--- src/hw/rtl/ptb_pkg.sv ---
`default_nettype none

package ptb_pkg;

   localparam int COUNT_W = 15;
   localparam int PRESET_W = 16;
   localparam int PRESCALE_W = 4;
   localparam int BANK_COUNT = 4;
   localparam logic [COUNT_W-1:0] COUNT_MAX = 15'h7FFF;

   localparam logic OP_TICK = 1'b0;
   localparam logic OP_EVAL = 1'b1;

   typedef enum logic [4:0] {
      ST_IDLE  = 5'b00001,
      ST_CLEAR = 5'b00010,
      ST_SWEEP = 5'b00100,
      ST_EVAL  = 5'b01000,
      ST_RESP  = 5'b10000
   } state_type;

   typedef struct packed {
      logic                 done;
      logic [COUNT_W-1:0]   count;
   } entry_type;

endpackage

`default_nettype wire

--- src/hw/rtl/plc_timer_bank.sv ---
// Evaluate transaction: entry read, then written in ST_EVAL, result staged in ST_RESP.
// Tick transaction: sweeps the first N banks, where N (1 to 4) is the number of
// timebases that advance; one timer counter is read and written back per cycle in the sweep.
// One transaction at a time: a new one is taken only after the last result is staged.
// After reset, a clearing pass zeroes all 4 * TIMERS_PER_BANK timer entries;
// no transaction is accepted until it ends. Prescalers and handshake state clear at once.
`default_nettype none

module plc_timer_bank #(
   parameter int TIMERS_PER_BANK = 16,
   parameter int PRESCALE_RATIO = 10
) (
   input  wire logic        clock,
   input  wire logic        reset,
   input  wire logic        req_valid,
   output logic             req_ready,
   input  wire logic        req_op,
   input  wire logic [1:0]  req_bank,
   input  wire logic [3:0]  req_timer_index,
   input  wire logic        req_start_req,
   input  wire logic [15:0] req_preset,
   output logic             rsp_valid,
   input  wire logic        rsp_ready,
   output logic             rsp_done_res,
   output logic [14:0]      rsp_elapsed
);

   localparam int DEPTH = ptb_pkg::BANK_COUNT * TIMERS_PER_BANK;
   localparam int AW = $clog2(DEPTH);
   localparam int CW = AW + 1;
   localparam int PW = ptb_pkg::PRESCALE_W;
   localparam int NW = ptb_pkg::COUNT_W;

   ptb_pkg::state_type state_ff, state_in;
   logic [CW-1:0]           sweep_ff, sweep_in;
   logic [CW-1:0]           sweep_end_ff, sweep_end_in;
   logic [CW-1:0]           sweep_next;
   logic                    wb_valid_ff, wb_valid_in;
   logic [AW-1:0]           wb_addr_ff, wb_addr_in;
   logic [PW-1:0]           ms_ff, ms_in;
   logic [PW-1:0]           ten_ff, ten_in;
   logic [PW-1:0]           hun_ff, hun_in;
   logic [AW-1:0]           eval_addr_ff, eval_addr_in;
   logic                    eval_start_ff, eval_start_in;
   logic [15:0]             eval_preset_ff, eval_preset_in;
   logic                    res_done_ff, res_done_in;
   logic [NW-1:0]           res_elapsed_ff, res_elapsed_in;
   logic                    rsp_valid_ff, rsp_valid_in;
   logic                    rsp_done_ff, rsp_done_in;
   logic [NW-1:0]           rsp_elapsed_ff, rsp_elapsed_in;

   ptb_pkg::entry_type      mem [DEPTH];
   ptb_pkg::entry_type      rd_data_ff;
   ptb_pkg::entry_type      wr_data;
   logic [AW-1:0]           rd_addr;
   logic [AW-1:0]           wr_addr;
   logic                    wr_en;

   logic [PW-1:0]           ms_inc, ten_inc, hun_inc;
   logic                    adv1, adv2, adv3;
   logic [2:0]              bank_num;
   logic                    idx_ok;
   logic [AW-1:0]           slot;
   logic [NW-1:0]           sat_count;

   assign req_ready = (state_ff == ptb_pkg::ST_IDLE);
   assign rsp_valid = rsp_valid_ff;
   assign rsp_done_res = rsp_done_ff;
   assign rsp_elapsed = rsp_elapsed_ff;

   assign ms_inc = ms_ff + PW'(1);
   assign adv1 = (ms_inc >= PW'(PRESCALE_RATIO));
   assign ten_inc = adv1 ? ten_ff + PW'(1) : ten_ff;
   assign adv2 = (ten_inc >= PW'(PRESCALE_RATIO));
   assign hun_inc = adv2 ? hun_ff + PW'(1) : hun_ff;
   assign adv3 = (hun_inc >= PW'(PRESCALE_RATIO));
   assign bank_num = 3'd1 + 3'(adv1) + 3'(adv2) + 3'(adv3);

   assign idx_ok = (32'(req_timer_index) < TIMERS_PER_BANK);
   assign slot = AW'(req_bank) * AW'(TIMERS_PER_BANK) + AW'(req_timer_index);
   assign sweep_next = sweep_ff + CW'(1);
   assign sat_count = (rd_data_ff.count != ptb_pkg::COUNT_MAX) ?
                      rd_data_ff.count + NW'(1) : rd_data_ff.count;

   always_comb begin
      state_in = state_ff;
      sweep_in = sweep_ff;
      sweep_end_in = sweep_end_ff;
      wb_valid_in = 1'b0;
      wb_addr_in = wb_addr_ff;
      ms_in = ms_ff;
      ten_in = ten_ff;
      hun_in = hun_ff;
      eval_addr_in = eval_addr_ff;
      eval_start_in = eval_start_ff;
      eval_preset_in = eval_preset_ff;
      res_done_in = res_done_ff;
      res_elapsed_in = res_elapsed_ff;
      rsp_valid_in = rsp_valid_ff && !rsp_ready;
      rsp_done_in = rsp_done_ff;
      rsp_elapsed_in = rsp_elapsed_ff;
      rd_addr = sweep_ff[AW-1:0];
      wr_en = wb_valid_ff;
      wr_addr = wb_addr_ff;
      wr_data.done = rd_data_ff.done;
      wr_data.count = sat_count;

      unique case (state_ff)
         ptb_pkg::ST_CLEAR: begin
            wr_en = 1'b1;
            wr_addr = sweep_ff[AW-1:0];
            wr_data = '0;
            sweep_in = sweep_next;
            if (sweep_next == sweep_end_ff) begin
               state_in = ptb_pkg::ST_IDLE;
            end
         end
         ptb_pkg::ST_IDLE: begin
            if (req_valid) begin
               if (req_op == ptb_pkg::OP_TICK) begin
                  ms_in = adv1 ? '0 : ms_inc;
                  ten_in = adv2 ? '0 : ten_inc;
                  hun_in = adv3 ? '0 : hun_inc;
                  sweep_in = '0;
                  sweep_end_in = CW'(bank_num) * CW'(TIMERS_PER_BANK);
                  state_in = ptb_pkg::ST_SWEEP;
               end else if (idx_ok) begin
                  rd_addr = slot;
                  eval_addr_in = slot;
                  eval_start_in = req_start_req;
                  eval_preset_in = req_preset;
                  state_in = ptb_pkg::ST_EVAL;
               end else begin
                  res_done_in = 1'b0;
                  res_elapsed_in = '0;
                  state_in = ptb_pkg::ST_RESP;
               end
            end
         end
         ptb_pkg::ST_SWEEP: begin
            rd_addr = sweep_ff[AW-1:0];
            wb_valid_in = 1'b1;
            wb_addr_in = sweep_ff[AW-1:0];
            sweep_in = sweep_next;
            if (sweep_next == sweep_end_ff) begin
               res_done_in = 1'b0;
               res_elapsed_in = '0;
               state_in = ptb_pkg::ST_RESP;
            end
         end
         ptb_pkg::ST_EVAL: begin
            wr_en = 1'b1;
            wr_addr = eval_addr_ff;
            if (eval_start_ff) begin
               wr_data.count = rd_data_ff.count;
               wr_data.done = ({1'b0, rd_data_ff.count} >= eval_preset_ff);
            end else begin
               wr_data = '0;
            end
            res_done_in = wr_data.done;
            res_elapsed_in = wr_data.count;
            state_in = ptb_pkg::ST_RESP;
         end
         ptb_pkg::ST_RESP: begin
            if (!rsp_valid_ff || rsp_ready) begin
               rsp_valid_in = 1'b1;
               rsp_done_in = res_done_ff;
               rsp_elapsed_in = res_elapsed_ff;
               state_in = ptb_pkg::ST_IDLE;
            end
         end
         default: begin
            state_in = ptb_pkg::ST_IDLE;
         end
      endcase
   end

   always_ff @(posedge clock) begin
      if (reset) begin
         state_ff <= ptb_pkg::ST_CLEAR;
         sweep_ff <= '0;
         sweep_end_ff <= CW'(DEPTH);
         wb_valid_ff <= 1'b0;
         ms_ff <= '0;
         ten_ff <= '0;
         hun_ff <= '0;
         rsp_valid_ff <= 1'b0;
      end else begin
         state_ff <= state_in;
         sweep_ff <= sweep_in;
         sweep_end_ff <= sweep_end_in;
         wb_valid_ff <= wb_valid_in;
         ms_ff <= ms_in;
         ten_ff <= ten_in;
         hun_ff <= hun_in;
         rsp_valid_ff <= rsp_valid_in;
      end
   end

   always_ff @(posedge clock) begin
      wb_addr_ff <= wb_addr_in;
      eval_addr_ff <= eval_addr_in;
      eval_start_ff <= eval_start_in;
      eval_preset_ff <= eval_preset_in;
      res_done_ff <= res_done_in;
      res_elapsed_ff <= res_elapsed_in;
      rsp_done_ff <= rsp_done_in;
      rsp_elapsed_ff <= rsp_elapsed_in;
   end

   always_ff @(posedge clock) begin
      if (wr_en) begin
         mem[wr_addr] <= wr_data;
      end
      rd_data_ff <= mem[rd_addr];
   end

`ifndef SYNTH
   a_bad_index_zero: assert property (@(posedge clock) disable iff (reset)
      (req_valid && req_ready && req_op == ptb_pkg::OP_EVAL && !idx_ok)
      |=> (state_ff == ptb_pkg::ST_RESP && !res_done_ff && res_elapsed_ff == '0))
      else $error("out-of-range evaluate did not yield a zero result");

   a_wb_in_range: assert property (@(posedge clock) disable iff (reset)
      wb_valid_ff |-> (CW'(wb_addr_ff) < sweep_end_ff))
      else $error("sweep write-back beyond the advanced banks");

   a_rsp_from_resp: assert property (@(posedge clock) disable iff (reset)
      $rose(rsp_valid_ff) |-> $past(state_ff == ptb_pkg::ST_RESP))
      else $error("result raised outside the response state");
`endif

endmodule

`default_nettype wire
--- config.mk ---
export PLATFORM = sky130hd
export DESIGN_NAME = plc_timer_bank
export DESIGN_NICKNAME = d
export VERILOG_FILES = /design/src/hw/rtl/ptb_pkg.sv /design/src/hw/rtl/plc_timer_bank.sv
export SDC_FILE = /design/constraint.sdc
export NUM_CORES = 1
export LEC_CHECK = 0
export BUFFER_PORTS_ARGS = -buffer_cell sky130_fd_sc_hd__buf_2
export CAP_MARGIN = 10
export CORE_ASPECT_RATIO = 1.5
export CORE_UTILIZATION = 34
export DETAILED_ROUTE_END_ITERATION = 16
export PLACE_DENSITY = 0.58
export SETUP_SLACK_MARGIN = 0.1
export SLEW_MARGIN = 25
export SYNTH_ARGS = -nofsm -noshare
export SYNTH_HDL_FRONTEND = slang
export SYNTH_SLANG_ARGS = --single-unit
--- constraint.sdc ---
create_clock -name clock -period 7.41 [get_ports clock]
set_input_delay 0.741 -clock clock [delete_from_list [all_inputs] [get_ports clock]]
set_output_delay 0.741 -clock clock [all_outputs]
set_load 0.05 [all_outputs]
# --- Word level (Yosys, flattened, before mapping) ---
# Memories as Yosys holds them, arrays and structs flattened. A register that Yosys moved wholly into a read port is not among the register bits.
# Index checks and enable logic that the tools add are counted.
word_totals:
  inputBits: 28
  ff_bits: 90
  word_cells: 88
  mem_bits_rw: 1024
  memories: 1
mem_list:
  columns: ["name", "depth", "word_bits", "rd", "rd_clocked_by_memory_dff", "write_ports", "line_no", "text"]
  rows:
  - ["mem", 64, 16, 1, 1, 1, "plc_timer_bank.sv:52", "ptb_pkg::entry_type mem [DEPTH];"]
op_classes:
  muxes: 31
  eq_ne: 12
  bitwise_logic: 1
  addsub: 9
  n_reduce_logical: 14
  n_lt_le_gt_ge: 4
ops:
  columns: ["op", "count"]
  rows:
  - ["$pmux 16 s2", 1]
  - ["$mux 15", 2]
  - ["$pmux 15 s2", 1]
  - ["$pmux 5 s5", 1]
  - ["$mux 4", 6]
  - ["$mux 5", 4]
  - ["$mux 6", 3]
  - ["$ge 15x16->1", 1]
  - ["$mux 16", 1]
  - ["$add 15x1->15 const B", 1]
  - ["$ne 15x15->1 const B", 1]
  - ["$mux 7", 2]
  - ["$pmux 7 s2", 1]
  - ["$add 4x1->4 const B", 3]
  - ["$ge 4x4->1 const B", 3]
  - ["$pmux 6 s2", 1]
  - ["$ne 2x2->1 const B", 5]
  - ["$reduce_and 3->1", 3]
  - ["$add 7x1->7 const B", 1]
  - ["$eq 7x7->1", 1]
  - ["$mux 1", 7]
  - ["$add 6x4->6", 1]
  - ["$eq 5x1->1 const B", 1]
  - ["$eq 5x2->1 const B", 1]
  - ["other kinds (15)", 19]

# --- Longest topological paths before layout ---
# Gate-level depths: netlist of run 1.
logic_depth:
  word_depth: 7
  mapped_depth: 16
  ltp_nobuf: 15

# --- Worst setup path after synthesis of run 1 ---
# No wires, ideal clock.
synth_path:
  kind: "flip-flop to flip-flop"
  from: "register, netlist name rd_data_ff[0]"
  to: "memory mem[0][11] in the netlist's numbering, data pin"
  setup_ns: 0.702
  setup_slack_ns: 2.483
  arrival_ns: 4.225
  n_path_buf: 1
  t_required_ns: 6.708
  period_less_slack_ns: 4.927
  stages_incl_launch_ff: 10
  path_cell_list: "dfxtp_1 -> ha_1 -> and3_1 -> nand3_1 -> or3_1 -> clkbuf_1 -> nor2b_1 -> and2_1 -> nand4_1 -> o21ai_0"
synth_rtl:
  columns: ["element", "line_no"]
  rows:
  - ["end, declared", "plc_timer_bank.sv:52"]

# --- Final worst setup path of run 1 ---
layout_path:
  from: "register state_ff[1]"
  to: "register, netlist name rd_data_ff[14]"
layout_via:
  elab_chain_len: 2
layout_lines:
  columns: ["element", "line_no", "text"]
  rows:
  - ["start, declared", "plc_timer_bank.sv:34", "ptb_pkg::state_type state_ff, state_in;"]
  - ["start signal, assigned", "plc_timer_bank.sv:180", "state_ff <= ptb_pkg::ST_CLEAR;"]
  - ["start signal, assigned", "plc_timer_bank.sv:189", "state_ff <= state_in;"]
  - ["$eq 5x1->1", "plc_timer_bank.sv:108", "unique case (state_ff)"]
  - ["$mux 6", "plc_timer_bank.sv:108", null]
# No other way between the ends.
# A chain may end at the register's enable or synchronous reset.

==> results by group, run 1 <==
Route
  • Routed len/inst: ~25 µm
  • Iteration-0 DRC Markers: 2040
  • DRT antenna net count: 0
  • Vias: 24278
  • DRC violations left: 0
  • TritonRoute pass-1 iters: 6
  • Via density: 5.29
  • Final WL: approximately 120 mm

Die
  • IO Pins: 46
  • Die width: 289 µm
  • Die ar.: 125000 µm²
  • Placement Rows: 157
  • Core ar.: 122000 µm²
  • Initial Util: 0.343
  • Chip Height: 433 µm

Setup path
  • Largest stage delay, worst path: 960 ps
  • CP max-delay cell: mux2i_4
  • CP cell instances: or3_1 -> or2_1 -> inv_2 -> mux2i_4 -> buf_12 -> mux2i_1 -> o22ai_1 -> o21ai_0 -> nand4_1 -> a2111o_1
  • CP required: 8000 ps
  • Startpoint Class: register
  • Setup CP Type: reg2reg
  • CP Max Fanout: 74
  • Arr. time, crit path: 5890 ps
  • CP endpoint kind: register

Power
  • PwrDens: 303 nW/µm²
  • Peak supply drop: 0.000183 V
  • Leakage power: 0.0172 µW
  • Final Total Pwr: 14600 µW

CTS
  • H-tree lvl count: 3
  • Clock latency at the later pin of the worst-skew pair: about 720 ps
  • Total CTS buffers: 97
  • CTS tree: done
  • Hold_buf cts: 0
  • Total clock sinks: 1065
  • Clock slew at reported path FFs: about 60 ps
  • Clock buffer depth: 3
  • Setup Fix Bufs, Post-CTS: 0
  • Resize count post-CTS: 0
  • Root Driver: clkbuf_16

Logic synthesis
  • Syn Inst Count: 2810
  • Mapped Area: between 40000 and 50000 µm²
  • Synthesized Nets: 2862
  • Ys async rst share: 0
  • Synth warn: 0
  • FF+latch count, synth: approximately 1100
  • Seq/Total Area, Yosys: 0.751
  • Dominant cells by area after synthesis: edfxtp_1 (73%), mux2i_1 (7.2%), nand2_1 (3.7%)
  • Avg Inst Size Synth: 15.0 µm²
  • Yosys top cell by area: edfxtp_1
  • Post-synth EDFFs: a little over 1000
  • Main flop type after synthesis: edfxtp_1
  • Unique cell type count in the Yosys netlist: 58
  • Top cell type's share of synthesized area: 0.730

Place
  • Pre-CTS setup slack: between 1500 and 2000 ps
  • Port Buffers: 45
  • Hpwl dp: between 70 and 80 mm
  • Area post-placement: 44900 µm²
  • Routability cong.: 0.858

Timing
  • Max-slew headroom: 0.209
  • Max-slew violations: 0
  • Worst Clk Skew: 28.4 ps
  • Final count of hold timing violations: 0
  • Achievable Freq: around 190 MHz
  • Final Setup Violations: 0
  • Final worst setup slack: approximately 2100 ps
  • RSZ-0062 raised after global routing: false
  • Slew @ Worst Pin: about 1200 ps
  • Fin crit share: 0.716
  • Fin crit period: 5300 ps
  • Setup TNS: 0 ps

Layout
  • Share of cells above drive strength 1: 0.124
  • N_diodes: 0
  • Fin nets: just under 3000
  • Fill count: 11122
  • Multi-input logic area: 9930 µm²
  • Sequential Area: ~32000 µm²
  • Fin area: between 40000 and 50000 µm²
  • Area delta synth->final: 14.6%

Hold path
  • Hold Path Class: in2reg

Global routing
  • Total GRT Usage: 0.185
  • Number of global-route vias before repair: 23728
  • Global-route wire length before repair: between 150 and 200 mm
  • Initial antenna violation count: 0
  • Largest net degree at the start of global routing: 88
  • Overflow after GRT: 0

Outcome
  • Outcome: complete, no violations

Job
  • Max cap viols: 0
[metal layers]
| layer | vias up | wire length (µm) | global-route usage |
|---|---|---|---|
| met3 | 207 | 5080 | 0.0198 |
| met5 | - | 0 | 0 |
| met1 | 12332 | 43000 | 0.205 |
| met2 | 741 | 60200 | 0.331 |
| li1 | 10998 | - | - |
| met4 | 0 | 7730 | 0.121 |
[synth_stat cells, types with 9 or more instances]
cell and number:
edfxtp_1 1021, nand2_1 418, mux2i_1 303, nand3_1 151, o22ai_1 138, nor2_1 108
clkbuf_1 99, o21ai_0 89, buf_2 54, nand4_1 50, dfxtp_1 44, and3_1 39
a31oi_1 36, a21oi_1 29, inv_1 25, ha_1 24, a2111o_1 16, a222oi_1 15
a32oi_1 15, or2_2 12, or3_1 11, nand3b_1 9
[cell type report]
| class | instances | area share |
|---|---|---|
| flip-flops and latches | 1065 | 0.655 |
| multi-input cells | 1559 | 0.206 |
| clock buffers | 118 | 0.0529 |
| well taps | 1590 | 0.0413 |
| repair buffers | 176 | 0.0272 |
| clock inverters | 58 | 0.0153 |
| inverters | 26 | 0.00203 |
[critical path: cells and delay by family, from the launching register on]
family / cells / cell delay, ps
compound gates: 3 / 1240
flops: 1 / 320
simple gates: 3 / 1200
mux: 2 / 1230
buf+inv: 2 / 1100
[through the flow]
step	hold WS, ps	util	cells
finish	210	0.393	4592
detailed placement	407	0.367	4416
floorplan	400	-	2810
global route	196	0.393	4592
global placement	401	0.367	4416
CTS	163	0.393	4592
[path summary, 6_finish.rpt]
| kind | startpoint | end | slack [ps] | depth (start not counted) |
|---|---|---|---|---|
| max | state_ff[1] | rd_data_ff[14] | 2110 | 10 |
| min | req_preset[6] | eval_preset_ff[6] | 210 | 1 |
| min reg2reg | res_elapsed_ff[14] | rsp_elapsed[14] | 420 | 0 |
| max reg2reg | state_ff[1] | rd_data_ff[14] | 2110 | 10 |
[where the power goes]
| part | internal, µW | leakage, µW | switching [µW] |
|---|---|---|---|
| clock | 2950 | 0.00160 | 2240 |
| combinational | 604 | 0.00591 | 1470 |
| sequential | 7070 | 0.00972 | 228 |
[kinds of logic after synthesis]
group,count (synthesis),share of synthesized area
AOI/OAI and AO/OA,383,0.0591
xor gates and xnor gates,13,0.00271
adders and majority gates,24,0.00715
buffers and inverters,186,0.0188
DFF,1065,0.751
muxes,305,0.0727
and+or+nand+nor,834,0.0888
[cell usage in the layout (no fill, tap or decap), types with 44 or more instances in the layout]
cell type / instances
dfxtp_1: 44
o22ai_1: 137
nor2_1: 101
nand4_1: 50
edfxtp_1: 1021
nand2_1: 414
mux2i_1: 302
buf_2: 45
o21ai_0: 78
clkbuf_16: 97
buf_4: 123
nand3_1: 151
[registers in the layout, summed over array words and instances, names as in the netlist]
register	flops
ten_ff	4
rsp_valid	1
rsp_done_res	1
mem	960
rd_data_ff	15
rsp_elapsed	15
res_done_ff	1
ms_ff	4
eval_addr_ff	6
hun_ff	4
sweep_end_ff	3
eval_preset_ff	16
wb_addr_ff	6
wb_valid_ff	1
res_elapsed_ff	15
state_ff	5
sweep_ff	7
eval_start_ff	1
(Power assumes the default switching activity.)
==> run 2, diff against run 1 <==
Clock period 7.41 ns to 5 ns, I/O delays scaled along.
==> results by group, run 2 (synthesis results as in run 1) <==
Layout
  • Commonest cells after routing, fill and taps aside: edfxtp_1 (1021), nand2_1 (414), mux2i_1 (302), nand3_1 (151), o22ai_1 (137)
  • Top Registers: mem x960, eval_preset_ff x16
  • Largest reg by FF count: mem
  • Post-layout util: 0.395
  • Share of cells above drive strength 1: 0.123
  • Largest register FFs: 960
  • Fin nets: 3008
  • Most common cell after layout, fill and taps aside: edfxtp_1
  • Area delta synth->final: 15.1%
  • Fin area: between 40000 and 50000 µm²
  • Fill count: 11131

CTS
  • Resize count post-CTS: 0
  • Setup Fix Bufs, Post-CTS: 0
  • Clock latency at the later pin of the worst-skew pair: about 690 ps
  • Root Driver: clkbuf_16
  • Clock buffer depth: 3
  • Clock slew at reported path FFs: 70 ps
  • H-tree lvl count: 3
  • Hold_buf cts: 17
  • CTS tree: done
  • Total clock sinks: around 1100
  • Total CTS buffers: 94

Setup path
  • Most common cell on crit path: buf_12
  • Startpoint Class: register
  • CP cell instances: or3_1 -> or2_1 -> inv_2 -> mux2i_4 -> buf_12 -> buf_12 -> mux2i_1 -> o22ai_1 -> o21ai_0 -> nand4_1 -> a2111o_1
  • Largest stage delay, worst path: 730 ps
  • CP endpoint kind: register
  • Reg2reg end: rd_data_ff[1]
  • Arr. time, crit path: slightly below 5000 ps
  • Worst path top cell family by delay: simple AND/OR/NAND/NOR gates
  • CP Max Fanout: 50
  • CP max-delay cell: o21ai_0
  • Setup CP Type: reg2reg
  • Reg2reg path depth: 11
  • CP bufs+invs: 3
  • Flop-to-flop setup slack: 720 ps
  • FF-to-FF Start: state_ff[1]
  • CP required: 5580 ps

Place
  • Port Buffers: 45
  • Pre-CTS setup slack: about 750 ps
  • Routability cong.: 0.904
  • Area post-placement: roughly 45000 µm²
  • Hpwl dp: 68.9 mm

Die
  • Initial Util: 0.343
  • Die width: 289 µm
  • Core ar.: 122000 µm²
  • Placement Rows: 157
  • Chip Height: 433 µm
  • IO Pins: 46
  • Die ar.: 125000 µm²

Timing
  • Max-slew violations: 0
  • Achievable Freq: 233 MHz
  • Final count of hold timing violations: 0
  • Final worst setup slack: 717 ps
  • Worst Clk Skew: about 21 ps
  • Fin crit period: 4280 ps
  • Final Setup Violations: 0
  • Fin crit share: 0.857
  • Slew @ Worst Pin: 1070 ps
  • Setup TNS: 0 ps
  • RSZ-0062 raised after global routing: false
  • Max-slew headroom: 0.289

Hold path
  • Hold path start: req_timer_index[0]
  • Hold Path Class: in2reg
  • Min-Delay Endpoint: eval_addr_ff[0]
  • Hold path depth: 1

Power
  • Peak supply drop: 0.000214 V
  • Leakage power: 0.0173 µW
  • PwrDens: 438 nW/µm²

Global routing
  • Overflow after GRT: 0
  • Initial antenna violation count: 2
  • Total GRT Usage: 0.182
  • Number of global-route vias before repair: 24089
  • Global-route wire length before repair: between 150 and 200 mm
  • Largest net degree at the start of global routing: between 100 and 150

Outcome
  • Outcome: complete, no violations

Route
  • Vias: 24451
  • Via density: 5.29
  • Iteration-0 DRC Markers: 1983
  • DRC violations left: 0
  • Routed len/inst: between 20 and 25 µm
  • Final WL: 114 mm
  • DRT antenna net count: 0
  • TritonRoute pass-1 iters: 7

Job
  • Max cap viols: 0
==> run 2: cell count changes in the layout (fill, tap and decap cells not counted), sizes merged, moves of 2 or more <==
cell,before,now
clkinv,37,40
bufinv,14,8
buf,176,193
clkinvlp,3,5
dlygate4sd3,0,17
diode,0,2
inv,30,28
==> run 2: through the flow <==
step / power [µW] / hold WS [ps] / cells
2_1_floorplan: 12600 / 400 / 2810
3_3_place_gp: 14100 / 403 / 4431
3_5_place_dp: 14100 / 406 / 4433
4_1_cts: 21300 / 28.4 / 4624
5_1_grt: 21800 / 57.7 / 4625
6_report: 21200 / 77.7 / 4626
==> run 2: worst max-delay path by stage <==
| stage | slack, ps | from | cells past startpoint | endpoint |
|---|---|---|---|---|
| finish | 720 | state_ff[1] | 11 | rd_data_ff[1] |
| floorplan | 110 | rd_data_ff[0] | 9 | mem[0][9] |
| CTS | 790 | state_ff[1] | 11 | rd_data_ff[1] |
| global route | 650 | state_ff[1] | 11 | rd_data_ff[1] |
| global placement | 830 | req_op | 12 | rd_data_ff[12] |
| detailed placement | 750 | req_op | 12 | rd_data_ff[1] |
==> run 2: power by group <==
| part | internal, µW | switching, µW | total, µW |
|---|---|---|---|
| sequential | 10500 | 310 | 10800 |
| combinational | 944 | 2200 | 3140 |
| clock | 4060 | 3200 | 7260 |
| total | 15500 | 5710 | 21200 |
==> run 2: metal layers <==
| layer | wire length [µm] | global-route usage | vias to the layer above |
|---|---|---|---|
| met5 | 0 | 0 | - |
| met4 | 7160 | 0.108 | 0 |
| met3 | 5400 | 0.0220 | 216 |
| met2 | 57600 | 0.314 | 755 |
| met1 | 43600 | 0.215 | 12426 |
| li1 | - | - | 11054 |
==> run 2: layout make-up <==
cell class / instances / area [µm²] / share of cell area
Inverter: 26 / 97.6 / 0.00202
Antenna cell: 2 / 5.00 / 0.000104
Timing Repair Buffer: 210 / 1750 / 0.0362
Tap cell: 1590 / 1990 / 0.0411
Clock inverter: 55 / 487 / 0.0101
Clock buffer: 119 / 2570 / 0.0532
Sequential cell: 1065 / 31500 / 0.652
Multi-Input combinational cell: 1559 / 9910 / 0.205
==> run 2: worst reg2reg max path: stages, from the launching register on <==
cell and delay [ps]:
dfxtp_1 320, or3_1 460, or2_1 470, inv_2 280, mux2i_4 340, buf_12 200
buf_12 310, mux2i_1 340, o22ai_1 110, o21ai_0 730, nand4_1 290, a2111o_1 350
